### config.mk
export PLATFORM = sky130hd
export DESIGN_NAME = base64_stream_encoder_unit
export DESIGN_NICKNAME = d
export VERILOG_FILES = /design/src/rtl/core/b64se_pkg.sv /design/src/rtl/core/b64se_front.sv /design/src/rtl/core/b64se_fifo.sv /design/src/rtl/core/b64se_back.sv /design/src/rtl/core/base64_stream_encoder_unit.sv
export VERILOG_INCLUDE_DIRS = /design/src /design/src/rtl/core
export SDC_FILE = /design/constraint.sdc
export NUM_CORES = 1
export LEC_CHECK = 0
export ABC_AREA = 1
export BUFFER_PORTS_ARGS = -buffer_cell sky130_fd_sc_hd__buf_2
export CAP_MARGIN = 30
export CELL_PAD_IN_SITES_DETAIL_PLACEMENT = 1
export CELL_PAD_IN_SITES_GLOBAL_PLACEMENT = 1
export CORE_MARGIN = 3
export CORE_UTILIZATION = 46
export DETAILED_ROUTE_END_ITERATION = 16
export HOLD_SLACK_MARGIN = 0.1
export PLACE_DENSITY = 0.82
export SYNTH_ARGS = -nofsm -noshare
export SYNTH_HDL_FRONTEND = slang
export SYNTH_SLANG_ARGS = --single-unit
### constraint.sdc
create_clock -name i_clk -period 2.5 [get_ports i_clk]
set_clock_uncertainty 0.05 [all_clocks]
set_input_delay 0.375 -clock i_clk [delete_from_list [all_inputs] [get_ports i_clk]]
set_output_delay 0.375 -clock i_clk [all_outputs]
set_load 0.005 [all_outputs]
### src/rtl/core/assert_macros.svh
// Assertion macros shared by the RTL of the base64 stream encoder.
// No dependencies; included by files that carry concurrent checks.
`ifndef ASSERT_MACROS_SVH
`define ASSERT_MACROS_SVH

// same-cycle implication, disabled while in reset
`define B64SE_ASSERT_IMP(lbl, clk, rst_n, ante, cons) \
    lbl: assert property (@(posedge clk) disable iff (!(rst_n)) (ante) |-> (cons)) \
        else $error("b64se assertion failed");

// next-cycle implication, disabled while in reset
`define B64SE_ASSERT_NXT(lbl, clk, rst_n, ante, cons) \
    lbl: assert property (@(posedge clk) disable iff (!(rst_n)) (ante) |=> (cons)) \
        else $error("b64se assertion failed");

`endif

### src/rtl/core/b64se_pkg.sv
// Package for the base64 stream encoder: request type, queue sizing,
// phase codes and the alphabet lookup. No dependencies.
package b64se_pkg;

    localparam int FQ_DEPTH = 2;
    localparam int FQ_PTR_W = (FQ_DEPTH > 1) ? $clog2(FQ_DEPTH) : 1;
    localparam int FQ_CNT_W = $clog2(FQ_DEPTH + 1);

    localparam logic [6:0] PAD_CHAR = 7'h3D;
    localparam logic [5:0] SIX_MASK = 6'h3F;

    typedef enum logic [1:0] {
        PH_START = 2'd0,
        PH_ONE   = 2'd1,
        PH_TWO   = 2'd2,
        PH_BAD   = 2'd3
    } t_phase;

    // one request: up to four characters from one input byte
    typedef struct packed {
        logic [3:0][5:0] sym;
        logic [3:0]      pad;
        logic [1:0]      last_idx;
        logic            eom;
    } t_req;

    typedef struct packed {
        logic empty;
        logic full;
    } t_fifo_stat;

    function automatic logic [6:0] b64_char(input logic [5:0] v);
        logic [6:0] r;
        if (v < 6'd26)
            r = 7'h41 + {1'b0, v};
        else if (v < 6'd52)
            r = 7'h61 + {1'b0, v} - 7'd26;
        else if (v < 6'd62)
            r = 7'h30 + {1'b0, v} - 7'd52;
        else if (v == 6'd62)
            r = 7'h2B;
        else
            r = 7'h2F;
        return r;
    endfunction

endpackage

### src/rtl/core/b64se_front.sv
// Front end of the base64 encoder: holds the group phase and carry bits,
// turns each accepted byte into one request. Depends on b64se_pkg.
module b64se_front import b64se_pkg::*; (
    input  logic       i_clk,
    input  logic       i_rst_n,
    input  logic       i_accept,
    input  logic [7:0] i_byte,
    input  logic       i_eom,
    output t_req       o_req
);

    t_phase     r_phase, n_phase;
    logic [3:0] r_carry, n_carry;

    // next phase and carry
    always_comb begin
        n_phase = r_phase;
        n_carry = r_carry;
        case (r_phase)
            PH_ONE: begin
                if (i_eom) begin
                    n_phase = PH_START;
                    n_carry = 4'd0;
                end else begin
                    n_phase = PH_TWO;
                    n_carry = i_byte[3:0];
                end
            end
            PH_TWO: begin
                n_phase = PH_START;
                n_carry = 4'd0;
            end
            default: begin
                if (i_eom) begin
                    n_phase = PH_START;
                    n_carry = 4'd0;
                end else begin
                    n_phase = PH_ONE;
                    n_carry = {2'b00, i_byte[1:0]};
                end
            end
        endcase
    end

    // request for the current byte
    always_comb begin
        o_req     = '0;
        o_req.eom = i_eom;
        case (r_phase)
            PH_ONE: begin
                o_req.sym[0] = {r_carry[1:0], i_byte[7:4]};
                if (i_eom) begin
                    o_req.sym[1]    = {i_byte[3:0], 2'b00};
                    o_req.pad[2]    = 1'b1;
                    o_req.last_idx  = 2'd2;
                end else begin
                    o_req.last_idx  = 2'd0;
                end
            end
            PH_TWO: begin
                o_req.sym[0]   = {r_carry, i_byte[7:6]};
                o_req.sym[1]   = i_byte[5:0] & SIX_MASK;
                o_req.last_idx = 2'd1;
            end
            default: begin
                // start of group; an unreachable phase drops its carry the same way
                o_req.sym[0] = i_byte[7:2];
                if (i_eom) begin
                    o_req.sym[1]   = {i_byte[1:0], 4'b0000};
                    o_req.pad[2]   = 1'b1;
                    o_req.pad[3]   = 1'b1;
                    o_req.last_idx = 2'd3;
                end else begin
                    o_req.last_idx = 2'd0;
                end
            end
        endcase
    end

    always_ff @(posedge i_clk) begin
        if (!i_rst_n) begin
            r_phase <= PH_START;
            r_carry <= 4'd0;
        end else if (i_accept) begin
            r_phase <= n_phase;
            r_carry <= n_carry;
        end
    end

endmodule

### src/rtl/core/b64se_fifo.sv
// Short request queue between front and back end of the encoder.
// Depends on b64se_pkg for the request type and depth.
module b64se_fifo import b64se_pkg::*; (
    input  logic       i_clk,
    input  logic       i_rst_n,
    input  logic       i_push,
    input  t_req       i_data,
    input  logic       i_pop,
    output t_req       o_data,
    output t_fifo_stat o_stat
);

    t_req                r_mem [FQ_DEPTH];
    logic [FQ_PTR_W-1:0] r_wr, n_wr;
    logic [FQ_PTR_W-1:0] r_rd, n_rd;
    logic [FQ_CNT_W-1:0] r_cnt, n_cnt;

    function automatic logic [FQ_PTR_W-1:0] ptr_inc(input logic [FQ_PTR_W-1:0] p);
        logic [FQ_PTR_W-1:0] r;
        if (p == FQ_PTR_W'(FQ_DEPTH - 1))
            r = '0;
        else
            r = p + 1'b1;
        return r;
    endfunction

    assign o_stat.empty = (r_cnt == '0);
    assign o_stat.full  = (r_cnt == FQ_CNT_W'(FQ_DEPTH));
    assign o_data       = r_mem[r_rd];

    always_comb begin
        n_wr  = i_push ? ptr_inc(r_wr) : r_wr;
        n_rd  = i_pop  ? ptr_inc(r_rd) : r_rd;
        n_cnt = r_cnt;
        if (i_push && !i_pop)
            n_cnt = r_cnt + 1'b1;
        else if (!i_push && i_pop)
            n_cnt = r_cnt - 1'b1;
    end

    always_ff @(posedge i_clk) begin
        if (i_push)
            r_mem[r_wr] <= i_data;
    end

    always_ff @(posedge i_clk) begin
        if (!i_rst_n) begin
            r_wr  <= '0;
            r_rd  <= '0;
            r_cnt <= '0;
        end else begin
            r_wr  <= n_wr;
            r_rd  <= n_rd;
            r_cnt <= n_cnt;
        end
    end

endmodule

### src/rtl/core/b64se_back.sv
// Back end of the encoder: walks the head request one character per cycle
// into the output register when it is empty or read. Depends on b64se_pkg.
module b64se_back import b64se_pkg::*; (
    input  logic       i_clk,
    input  logic       i_rst_n,
    input  t_req       i_req,
    input  t_fifo_stat i_stat,
    output logic       o_pop,
    input  logic       i_ready,
    output logic       o_valid,
    output logic [6:0] o_char,
    output logic       o_last
);

    logic [1:0] r_idx, n_idx;
    logic       r_valid, n_valid;
    logic [6:0] r_char, n_char;
    logic       r_last, n_last;
    logic       w_load;
    logic       w_end;

    assign w_load = !i_stat.empty && (!r_valid || i_ready);
    assign w_end  = (r_idx == i_req.last_idx);
    assign o_pop  = w_load && w_end;

    always_comb begin
        n_idx   = r_idx;
        n_valid = r_valid && !i_ready;
        n_char  = r_char;
        n_last  = r_last;
        if (w_load) begin
            n_valid = 1'b1;
            n_char  = i_req.pad[r_idx] ? PAD_CHAR : b64_char(i_req.sym[r_idx]);
            n_last  = i_req.eom && w_end;
            n_idx   = w_end ? 2'd0 : r_idx + 2'd1;
        end
    end

    always_ff @(posedge i_clk) begin
        if (!i_rst_n) begin
            r_idx   <= 2'd0;
            r_valid <= 1'b0;
        end else begin
            r_idx   <= n_idx;
            r_valid <= n_valid;
        end
    end

    always_ff @(posedge i_clk) begin
        r_char <= n_char;
        r_last <= n_last;
    end

    assign o_valid = r_valid;
    assign o_char  = r_char;
    assign o_last  = r_last;

endmodule

### src/rtl/core/base64_stream_encoder_unit.sv
// Top level of the base64 stream encoder (standard alphabet, '=' padding).
// Depends on b64se_pkg, b64se_front, b64se_fifo, b64se_back, assert_macros.svh.
//
// Bytes come in on the slave stream with tlast on the final byte of a message;
// ASCII characters go out on the master stream, tlast on the final character.
// A byte is taken whenever the two-entry request queue has room; the back end
// sends one character per cycle while the sink is ready, so a byte gives 1 or 2
// characters mid-stream and up to 4 on a final byte. The single character per
// cycle of the back end sets the sustained rate, near 4 chars per 3 bytes, with
// bursts of up to two bytes absorbed by the queue. An empty message gives no
// output. A byte is registered in the queue before its first char is output.
`include "assert_macros.svh"

module base64_stream_encoder_unit import b64se_pkg::*; (
    input  logic       i_clk,
    input  logic       i_rst_n,
    input  logic       s_axis_tvalid,
    output logic       s_axis_tready,
    input  logic [7:0] s_axis_tdata,   // [7:0] data_byte
    input  logic       s_axis_tlast,   // end_of_message
    output logic       m_axis_tvalid,
    input  logic       m_axis_tready,
    output logic [7:0] m_axis_tdata,   // [6:0] out_char, [7] zero
    output logic       m_axis_tlast    // last_char
);

    t_req       w_req_in;
    t_req       w_req_out;
    t_fifo_stat w_stat;
    logic       w_push;
    logic       w_pop;
    logic [6:0] w_char;

    assign s_axis_tready = !w_stat.full;
    assign w_push        = s_axis_tvalid && s_axis_tready;

    b64se_front u_front (
        .i_clk    (i_clk),
        .i_rst_n  (i_rst_n),
        .i_accept (w_push),
        .i_byte   (s_axis_tdata),
        .i_eom    (s_axis_tlast),
        .o_req    (w_req_in)
    );

    b64se_fifo u_fifo (
        .i_clk   (i_clk),
        .i_rst_n (i_rst_n),
        .i_push  (w_push),
        .i_data  (w_req_in),
        .i_pop   (w_pop),
        .o_data  (w_req_out),
        .o_stat  (w_stat)
    );

    b64se_back u_back (
        .i_clk   (i_clk),
        .i_rst_n (i_rst_n),
        .i_req   (w_req_out),
        .i_stat  (w_stat),
        .o_pop   (w_pop),
        .i_ready (m_axis_tready),
        .o_valid (m_axis_tvalid),
        .o_char  (w_char),
        .o_last  (m_axis_tlast)
    );

    assign m_axis_tdata = {1'b0, w_char};

    `B64SE_ASSERT_IMP(a_no_push_full, i_clk, i_rst_n, w_push, !w_stat.full)
    `B64SE_ASSERT_IMP(a_no_pop_empty, i_clk, i_rst_n, w_pop, !w_stat.empty)
    `B64SE_ASSERT_NXT(a_pop_loads_out, i_clk, i_rst_n, w_pop, m_axis_tvalid)

endmodule

# After elaboration in Yosys (flattened, before gate mapping)
# Memory sizes are Yosys's and may differ from the RTL's. A register that Yosys moved wholly into a read port is not among the register bits.
# Index checks and enable logic that the tools add are counted.
# word_totals
inputBits	13
memories	1
ram_bits	34
ff_bits	21
output_inout_bits	11
# classes
reduce_logical	17
magnitude_cmp	4
n_mux	33
n_addsub	10
n_eq_ne	5
# mem_list
memory	words	width	rd	rd_ports_with_merged_regs	write_ports	line_no	source
u_fifo.r_mem	2	17	1	1	1	b64se_fifo.sv:13	t_req r_mem [FQ_DEPTH];
# op_table
operator	n
12-bit one-hot mux with 2 select lines	1
7-bit 2-to-1 mux	3
6-bit 2-to-1 mux	3
7-bit by 6-bit adder with 7-bit output (first input constant)	2
2-bit 2-to-1 mux	7
6-bit binary-select mux with 2-bit select	1
6-bit < comparator (second input constant)	2
1-bit 2-to-1 mux	11
2-bit one-hot mux with 2 select lines	2
4-bit one-hot mux with 2 select lines	1
6-bit by 6-bit adder with 7-bit output (first input constant)	1
1-bit logical AND	7
7-bit by 5-bit subtractor with 7-bit output (second input constant)	1
7-bit by 6-bit subtractor with 7-bit output (second input constant)	1
6-bit equality test (second input constant)	1
1-bit zero test	6
6-bit by 5-bit < comparator with 1-bit output (second input constant)	1
2-bit by 1-bit adder with 2-bit output (second input constant)	2
2-bit equality test (second input constant)	2
4-bit 2-to-1 mux	1
2-bit by 3-bit < comparator with 1-bit output (second input constant)	1
3-bit 2-to-1 mux	1
1-bit adder (second input constant)	2
1-bit binary-select mux with 2-bit select	1
8 further kinds	8

# Logic depth before layout (Yosys ltp)
# Gate-level depths: netlist (run 1).
# depth
word_depth	7
ltp_mapped	17

# Hierarchy
# A second synthesis (run 1) with hierarchy kept.
# unflattened
cells_unflattened	416
area_unflattened_um2	4405.5
# by_module_without_submodules
mod	area_each_um2	cells_each	instances
b64se_fifo	2472.4	131	1
b64se_back	1232.4	177	1
b64se_front	675.6	103	1
base64_stream_encoder_unit	25.0	5	1

# Worst setup path before layout (run 1)
# No wires, ideal clock.
# synth_path
path_kind	reg-to-reg
start	register (tool-made name)
end	register u_back.r_char[4], in the netlist u_back.o_char[4] (data pin)
t_required_ns	2.190
slack_ns	0.552
t_arrival_ns	1.638
setup_ns	0.260
stages_incl_launch_ff	16
synth_period_minus_slack_ns	1.948
cell_sequence	dfxtp_1 > buf_6 > inv_8 > buf_8 > nand2_1 > nand3_1 > nand2_2 > nand2_4 > clkinv_1 > ha_1 > inv_1 > nand2_1 > nand2_2 > nand2_4 > nand2_1 > nand3_1
# synth_rtl
element	line_no	source
end signal, assigned	b64se_back.sv:50	r_char <= n_char;
end, declared	b64se_back.sv:17	logic [6:0] r_char, n_char;

# Final worst setup path (run 1)
# layout_path
start	register u_back.r_idx[0]
end	register u_back.r_char[2], in the netlist u_back.o_char[2] (data pin)
# layout_between
elab_chain_cells	7
elab_cells_between_ends	17
cone_classes	add/sub (5); order compare (3); eq/ne (1); mux (8)
# layout_rtl
element	line_no	source
start, declared	b64se_back.sv:15	logic [1:0] r_idx, n_idx;
start signal, assigned	b64se_back.sv:44	r_idx <= n_idx;
6-bit binary-select mux with 2-bit select	b64se_back.sv:33	n_char = i_req.pad[r_idx] ? PAD_CHAR : b64_char(i_req.sym[r_idx]);
6-bit 2-to-1 mux (implied by the code)	b64se_back.sv:33	
6-bit by 6-bit adder with 7-bit output or 6-bit equality test (tied branches)	b64se_pkg.sv:39, b64se_pkg.sv:40	
7-bit by 6-bit subtractor with 7-bit output or 3-bit 2-to-1 mux (tied branches)	b64se_pkg.sv:39, b64se_pkg.sv:40	
7-bit 2-to-1 mux	b64se_pkg.sv:38	else if (v < 6'd62)
7-bit 2-to-1 mux	b64se_pkg.sv:36	else if (v < 6'd52)
7-bit 2-to-1 mux	b64se_pkg.sv:34	if (v < 6'd26)
# Several ways; a longest one is shown, not always the timed one. The select of a mux whose other input is x is not followed.
# A chain may end at the register's enable or synchronous reset.

==> impl_metrics.csv, run 1 <==
group,metric,value,unit
synth,synth_edf_count,42,
synth,netlist_area,3040,µm²
critical_path,reg2reg_depth,14,
status,status,"completed",
pwr,total_power,0.00430,W
timing,relSlewSlack,61.7,%
critical_path,critPathCaptureType,"flop",
layout,final_common_cell,"nand2_1",
synth,async_flop_share,0,%
timing,setup-tns-final,0,ns
synth,synth_area_leaders,"edfxtp_1 41%, nand2_1 13%, dfxtp_1 9.2%",
synth,yosysTopAreaCellShare,41.4,%
floorplan,ios,24,
pwr,p_leak,1.48,nW
layout,stdcell_count,446,
placement,gp_congestion,0.883,
critical_path,criticalPathCategory,"reg2reg",
layout,nNetsFinal,390,
layout,num_antenna_cells,0,
synth,syn-num-nets,364,
route,route.met3.wl,195,µm
timing,finalCritPeriodShare,92.2,%
min_path,hp-class,"in2reg",
cts,cts_hold_buf,0,
pwr,power_density,1290,nW/µm²
timing,fin_crit,2.31,ns
global_route,antenna_found_initial,0,
synth,ys_seq_elements,56,
layout,final_layout_size_suffix_gt1_share,17.3,%
critical_path,cp-start-kind,"flop",
global_route,grt_max_degree,19,
timing,hold_viol_final,0,
synth,syn_avg_cell_area,8.90,µm²
synth,dominantRegCellSynth,"edfxtp_1",
timing,fmax,0.434,GHz
route,vias,2337,
cts,cts_tree,"built",
global_route,gr-usage-all-layers,20.4,%
cts,insertion_delay,0.32,ns
cts,root_buffer,"clkbuf_8",
synth,yosysUniqueCellTypes,38,
floorplan,die_h,87.3,µm
timing,maxSlewViolCount,0,
synth,synthCells,342,
route,drt_wl_total,7.17,mm
global_route,grt_pass1_vias,2470,
placement,dp_hpwl,5.57,mm
route,wl_met1,3.00,mm
timing,setup_viol,0,
route,drtAntennaViolNets,0,
route,first_pass_iters,4,
route,drc,0,
floorplan,die_w,87.3,µm
synth,ys_seq_area_share,50.7,%
global_route,grt_pass1_wl,11.8,mm
layout,fin_util,52.3,%
flow_run,maxCapViolCount,0,
route,routed.top_layer,"met4",
critical_path,crit_fanout,10,
route,wl_per_cell,16.1,µm
timing,rsz0062_at_grt,"no",
floorplan,fp-row-count,29,
critical_path,cp.required,2.54,ns
min_path,hold_depth,3,
placement,dp.cells,438,
floorplan,die-area,7630,µm²
cts,post-cts-setup-buffers,0,
layout,layout_common_cells,"108 x nand2_1, 42 x edfxtp_1, 37 x inv_1",
global_route,grt-ovfl-total,0,
route,wl_met2,3.80,mm
route,viasPerCell,5.24,
cts,cts.path.max_buffers,2,
cts,h-tree-depth,2,
floorplan,floorplan.initialDensity,47.6,%
layout,area_growth,9.74,%
synth,ys_warn_count,0,
floorplan,core-area,6390,µm²
synth,synth_top_area_cell,"edfxtp_1",
cts,numCtsBuffers,5,
pwr,vdd_drop_max,766,µV
cts,clk_pin_slew,0.11,ns
critical_path,cp_data_arrival_time,2.35,ns
route,drt_iter0_drc,89,
cts,clock-sinks,56,
placement,io_buffers,22,
timing,tightest_slew,0.574,ns
cts,post_cts_resize_count,0,
[flip-flops by register name, indices dropped and copies added (netlist names), named ones only]
signal and cells:
u_back.o_last 1, u_fifo.r_cnt 2, u_front.r_phase 2, u_front.r_carry 4
u_fifo.r_wr 1, u_fifo.r_rd 1, u_back.r_idx 2, u_back.o_valid 1
u_fifo.r_mem 34, u_back.o_char 7
[routing by layer]
layer  vias up  global-route usage, %
met1      1117                   23.0
met4         0                   8.79
li1       1161                      -
met3        13                   2.84
met5         -                      0
met2        46                   37.8
[critical path: stages, from the launching register on]
cell     delay, ns
dfxtp_1       0.60
inv_4         0.16
nand3_1       0.13
nand2_1       0.10
nand2_2       0.15
inv_1         0.10
ha_1          0.20
inv_1         0.16
nor2_2        0.06
nand2_1       0.08
nand2_1       0.05
nand2_1       0.07
nand2_1       0.05
nand2_1       0.06
nand2_1       0.05
[power by group]
part	leakage (nW)	switching, W	internal [W]	total, W
clock network	0.0591	0.000318	0.000303	0.000621
logic	0.909	0.00150	0.000764	0.00226
registers	0.514	0.0000917	0.00132	0.00141
total	1.48	0.00191	0.00239	0.00430
[path summary, 6_finish.rpt]
| kind | start | to | slack (ns) |
|---|---|---|---|
| worst max register to register | u_back.r_idx[0] | u_back.o_char[2] | 0.19 |
| worst min-delay path | s_axis_tdata[2] | u_front.r_carry[2] | 0.29 |
| worst max-delay path | u_back.r_idx[0] | u_back.o_char[2] | 0.19 |
| worst min register to register | u_front.r_carry[2] | u_front.r_carry[2] | 0.42 |
[cells by family after synthesis]
logic type               count (synthesis)  share of synthesized area, %
buffers and inverters                   51                          8.06
AND/OR/NAND/NOR                        189                          29.2
adder cells (fa/ha/maj)                  9                          3.70
other                                    1                         0.123
AO/OA/AOI/OAI                           31                          5.92
XOR/XNOR                                 5                          2.30
flip-flops                              56                          50.7
[final cells by class]
class                           count  area [µm²]
Timing Repair Buffer               27         160
Clock inverter                      3        45.0
Fill cell                         790        3050
Inverter                           43         171
Multi-Input combinational cell    235        1260
Tap cell                           77        96.3
Sequential cell                    56        1540
Clock buffer                        5        68.8
[cells in the mapped netlist, types with 4 or more instances]
library cell	number
a21oi_1	12
dfxtp_1	14
edfxtp_1	42
ha_1	9
inv_1	37
nand2_1	108
nand2_2	7
nand2_4	4
nand3_1	28
nand3_2	6
nor2_1	25
o21ai_0	9
[per-stage QoR]
stage	hold WS [ns]	setup WS, ns	instance area, µm²
2_1_floorplan	0.394	0.552	3040
3_3_place_gp	0.404	0.346	3230
3_5_place_dp	0.406	0.219	3230
4_1_cts	0.276	0.198	3340
5_1_grt	0.315	0.0121	3340
6_report	0.287	0.194	3340
Power figures use the tool's default switching activity.
==> run 2, diff against run 1 <==
--- a/config.mk
+++ b/config.mk
@@ -12,10 +12,10 @@
 export CELL_PAD_IN_SITES_DETAIL_PLACEMENT = 1
 export CELL_PAD_IN_SITES_GLOBAL_PLACEMENT = 1
 export CORE_MARGIN = 3
-export CORE_UTILIZATION = 46
+export CORE_UTILIZATION = 41
 export DETAILED_ROUTE_END_ITERATION = 16
 export HOLD_SLACK_MARGIN = 0.1
-export PLACE_DENSITY = 0.82
+export PLACE_DENSITY = 0.77
 export SYNTH_ARGS = -nofsm -noshare
 export SYNTH_HDL_FRONTEND = slang
 export SYNTH_SLANG_ARGS = --single-unit
==> constraint.sdc (replaced) <==
create_clock -name i_clk -period 2.1 [get_ports i_clk]
set_clock_uncertainty 0.05 [all_clocks]
set_input_delay 0.315 -clock i_clk [delete_from_list [all_inputs] [get_ports i_clk]]
set_output_delay 0.315 -clock i_clk [all_outputs]
set_load 0.005 [all_outputs]
==> impl_metrics.csv, run 2 (synthesized netlist as in run 1, its figures left out) <==
group,metric,value,unit
floorplan,die-area,8490,µm²
layout,largest_reg_flops,34,
pwr,vdd_drop_max,542,µV
critical_path,r2r_slack,0.08,ns
global_route,gr-usage-all-layers,17.9,%
cts,root_buffer,"clkbuf_8",
critical_path,reg2reg_depth,15,
critical_path,crit_path_max_incr_delay,0.36,ns
critical_path,critPathCapture,"u_back.o_char[4]",
layout,final_layout_size_suffix_gt1_share,28.5,%
cts,clock-sinks,56,
placement,dp_hpwl,5.54,mm
timing,setup_slack,0.0756,ns
timing,finalCritPeriodShare,96.4,%
timing,hold_ws,0.231,ns
timing,fin_crit,2.02,ns
min_path,hp-class,"in2reg",
layout,area_growth,21.6,%
pwr,power_density,1570,nW/µm²
route,vias,2458,
layout,nNetsFinal,417,
cts,numCtsBuffers,5,
pwr,p_leak,1.61,nW
critical_path,worstPathCellList,"buf_12 > inv_8 > buf_6 > nand2_1 > nand3_2 > nand3_4 > ha_2 > inv_1 > nand2_1 > nand2_2 > nand2_1 > nand3_1 > nand2_1 > nand2_1 > nand3_1",
timing,fmax,0.494,GHz
floorplan,die_h,92.2,µm
critical_path,critPathCaptureType,"flop",
critical_path,critPathMostFrequentCell,"nand2_1",
flow_run,maxCapViolCount,0,
floorplan,fp-row-count,30,
cts,cts_tree,"built",
route,viasPerCell,5.00,
critical_path,criticalPathCategory,"reg2reg",
floorplan,die_w,92.2,µm
placement,dpl_worst_slack,-0.0526,ns
global_route,antenna_found_initial,0,
global_route,grt-ovfl-total,0,
floorplan,core-area,6980,µm²
layout,design_area,3700,µm²
route,drt_wl_total,7.52,mm
route,drtAntennaViolNets,0,
placement,placed_area,3340,µm²
critical_path,crit_slowest_cell,"dfxtp_4",
timing,maxSlewViolCount,0,
cts,cts_hold_buf,0,
cts,cts.path.max_buffers,2,
global_route,grt_pass1_wl,11.9,mm
route,drc,0,
critical_path,cp.required,2.12,ns
placement,io_buffers,22,
timing,setup_viol,0,
cts,clk_pin_slew,0.10,ns
global_route,grt_pass1_vias,2571,
layout,top_register,"u_fifo.r_mem",
placement,gp_congestion,0.890,
layout,final_common_cell,"nand2_1",
floorplan,ios,24,
cts,h-tree-depth,2,
cts,insertion_delay,0.31,ns
status,status,"completed",
layout,stdcell_count,492,
route,drt_iter0_drc,68,
timing,rsz0062_at_grt,"yes",
route,wl_per_cell,15.3,µm
critical_path,cp-start-kind,"flop",
global_route,grt_max_degree,19,
timing,hold_viol_final,0,
floorplan,floorplan.initialDensity,43.6,%
placement,dp.cells,469,
route,first_pass_iters,4,
critical_path,crit_fanout,12,
critical_path,cp_data_arrival_time,2.05,ns
critical_path,r2r_end,"u_back.o_char[4]",
layout,num_antenna_cells,0,
layout,layout_common_cells,"105 x nand2_1, 42 x edfxtp_1, 33 x inv_1",
layout,fin_util,53.0,%
-- run 2: cell type report --
type                       instances  area, µm²
clock buffer                       6       72.6
clock inverter                     2       15.0
fill                             832       3280
inverter                          43        180
multi-input combinational        235       1380
sequential                        56       1550
tap                               96        120
timing repair buffer              54        384
-- run 2: worst min path at each step --
| stage | slack, ns | startpoint | to | cells past startpoint |
|---|---|---|---|---|
| 3_5_place_dp | 0.41 | u_front.r_carry[2] | u_front.r_carry[2] | 2 |
| 2_1_floorplan | 0.36 | s_axis_tlast | u_fifo.r_mem[0][0] | 0 |
| 5_1_grt | 0.24 | s_axis_tdata[3] | u_front.r_carry[3] | 3 |
| 6_report | 0.23 | s_axis_tdata[3] | u_front.r_carry[3] | 3 |
| 4_1_cts | 0.22 | s_axis_tdata[3] | u_front.r_carry[3] | 3 |
| 3_3_place_gp | 0.41 | u_front.r_carry[3] | u_front.r_carry[3] | 2 |
-- run 2: layer usage --
| metal | GRT usage, % | vias up | wire, µm |
|---|---|---|---|
| li1 | - | 1218 | - |
| met1 | 20.6 | 1189 | 3110 |
| met2 | 33.8 | 38 | 4060 |
| met3 | 2.54 | 13 | 198 |
| met4 | 5.82 | 0 | 150 |
| met5 | 0 | - | 0 |
-- run 2: metrics by stage --
stage | power, W | setup TNS (ns)
finish | 0.00582 | 0
global route | 0.00631 | -0.222
CTS | 0.00521 | 0
detailed placement | 0.00457 | -0.141
global placement | 0.00445 | 0
floorplan | 0.00375 | 0
-- run 2: critical path: cells and delay by family (launching register included) --
family                     cells  cell delay (ns)
adders and majority gates      1             0.19
buffers and inverters          4             0.42
DFF                            1             0.36
and+or+nand+nor               10             0.77
-- run 2: where the power goes --
part	internal, W	switching, W
combinational	0.00143	0.00209
clock	0.000242	0.000360
sequential	0.00158	0.000108
total	0.00326	0.00256
-- run 2: repair_timing --
| action | in CTS | in global routing |
|---|---|---|
| pin swaps | 0 | 11 |
| endpoints found under the setup margin | 6 | 8 |
| gates cloned | 0 | 1 |
| setup buffers | 0 | 14 |
| resized for setup | 6 | 31 |
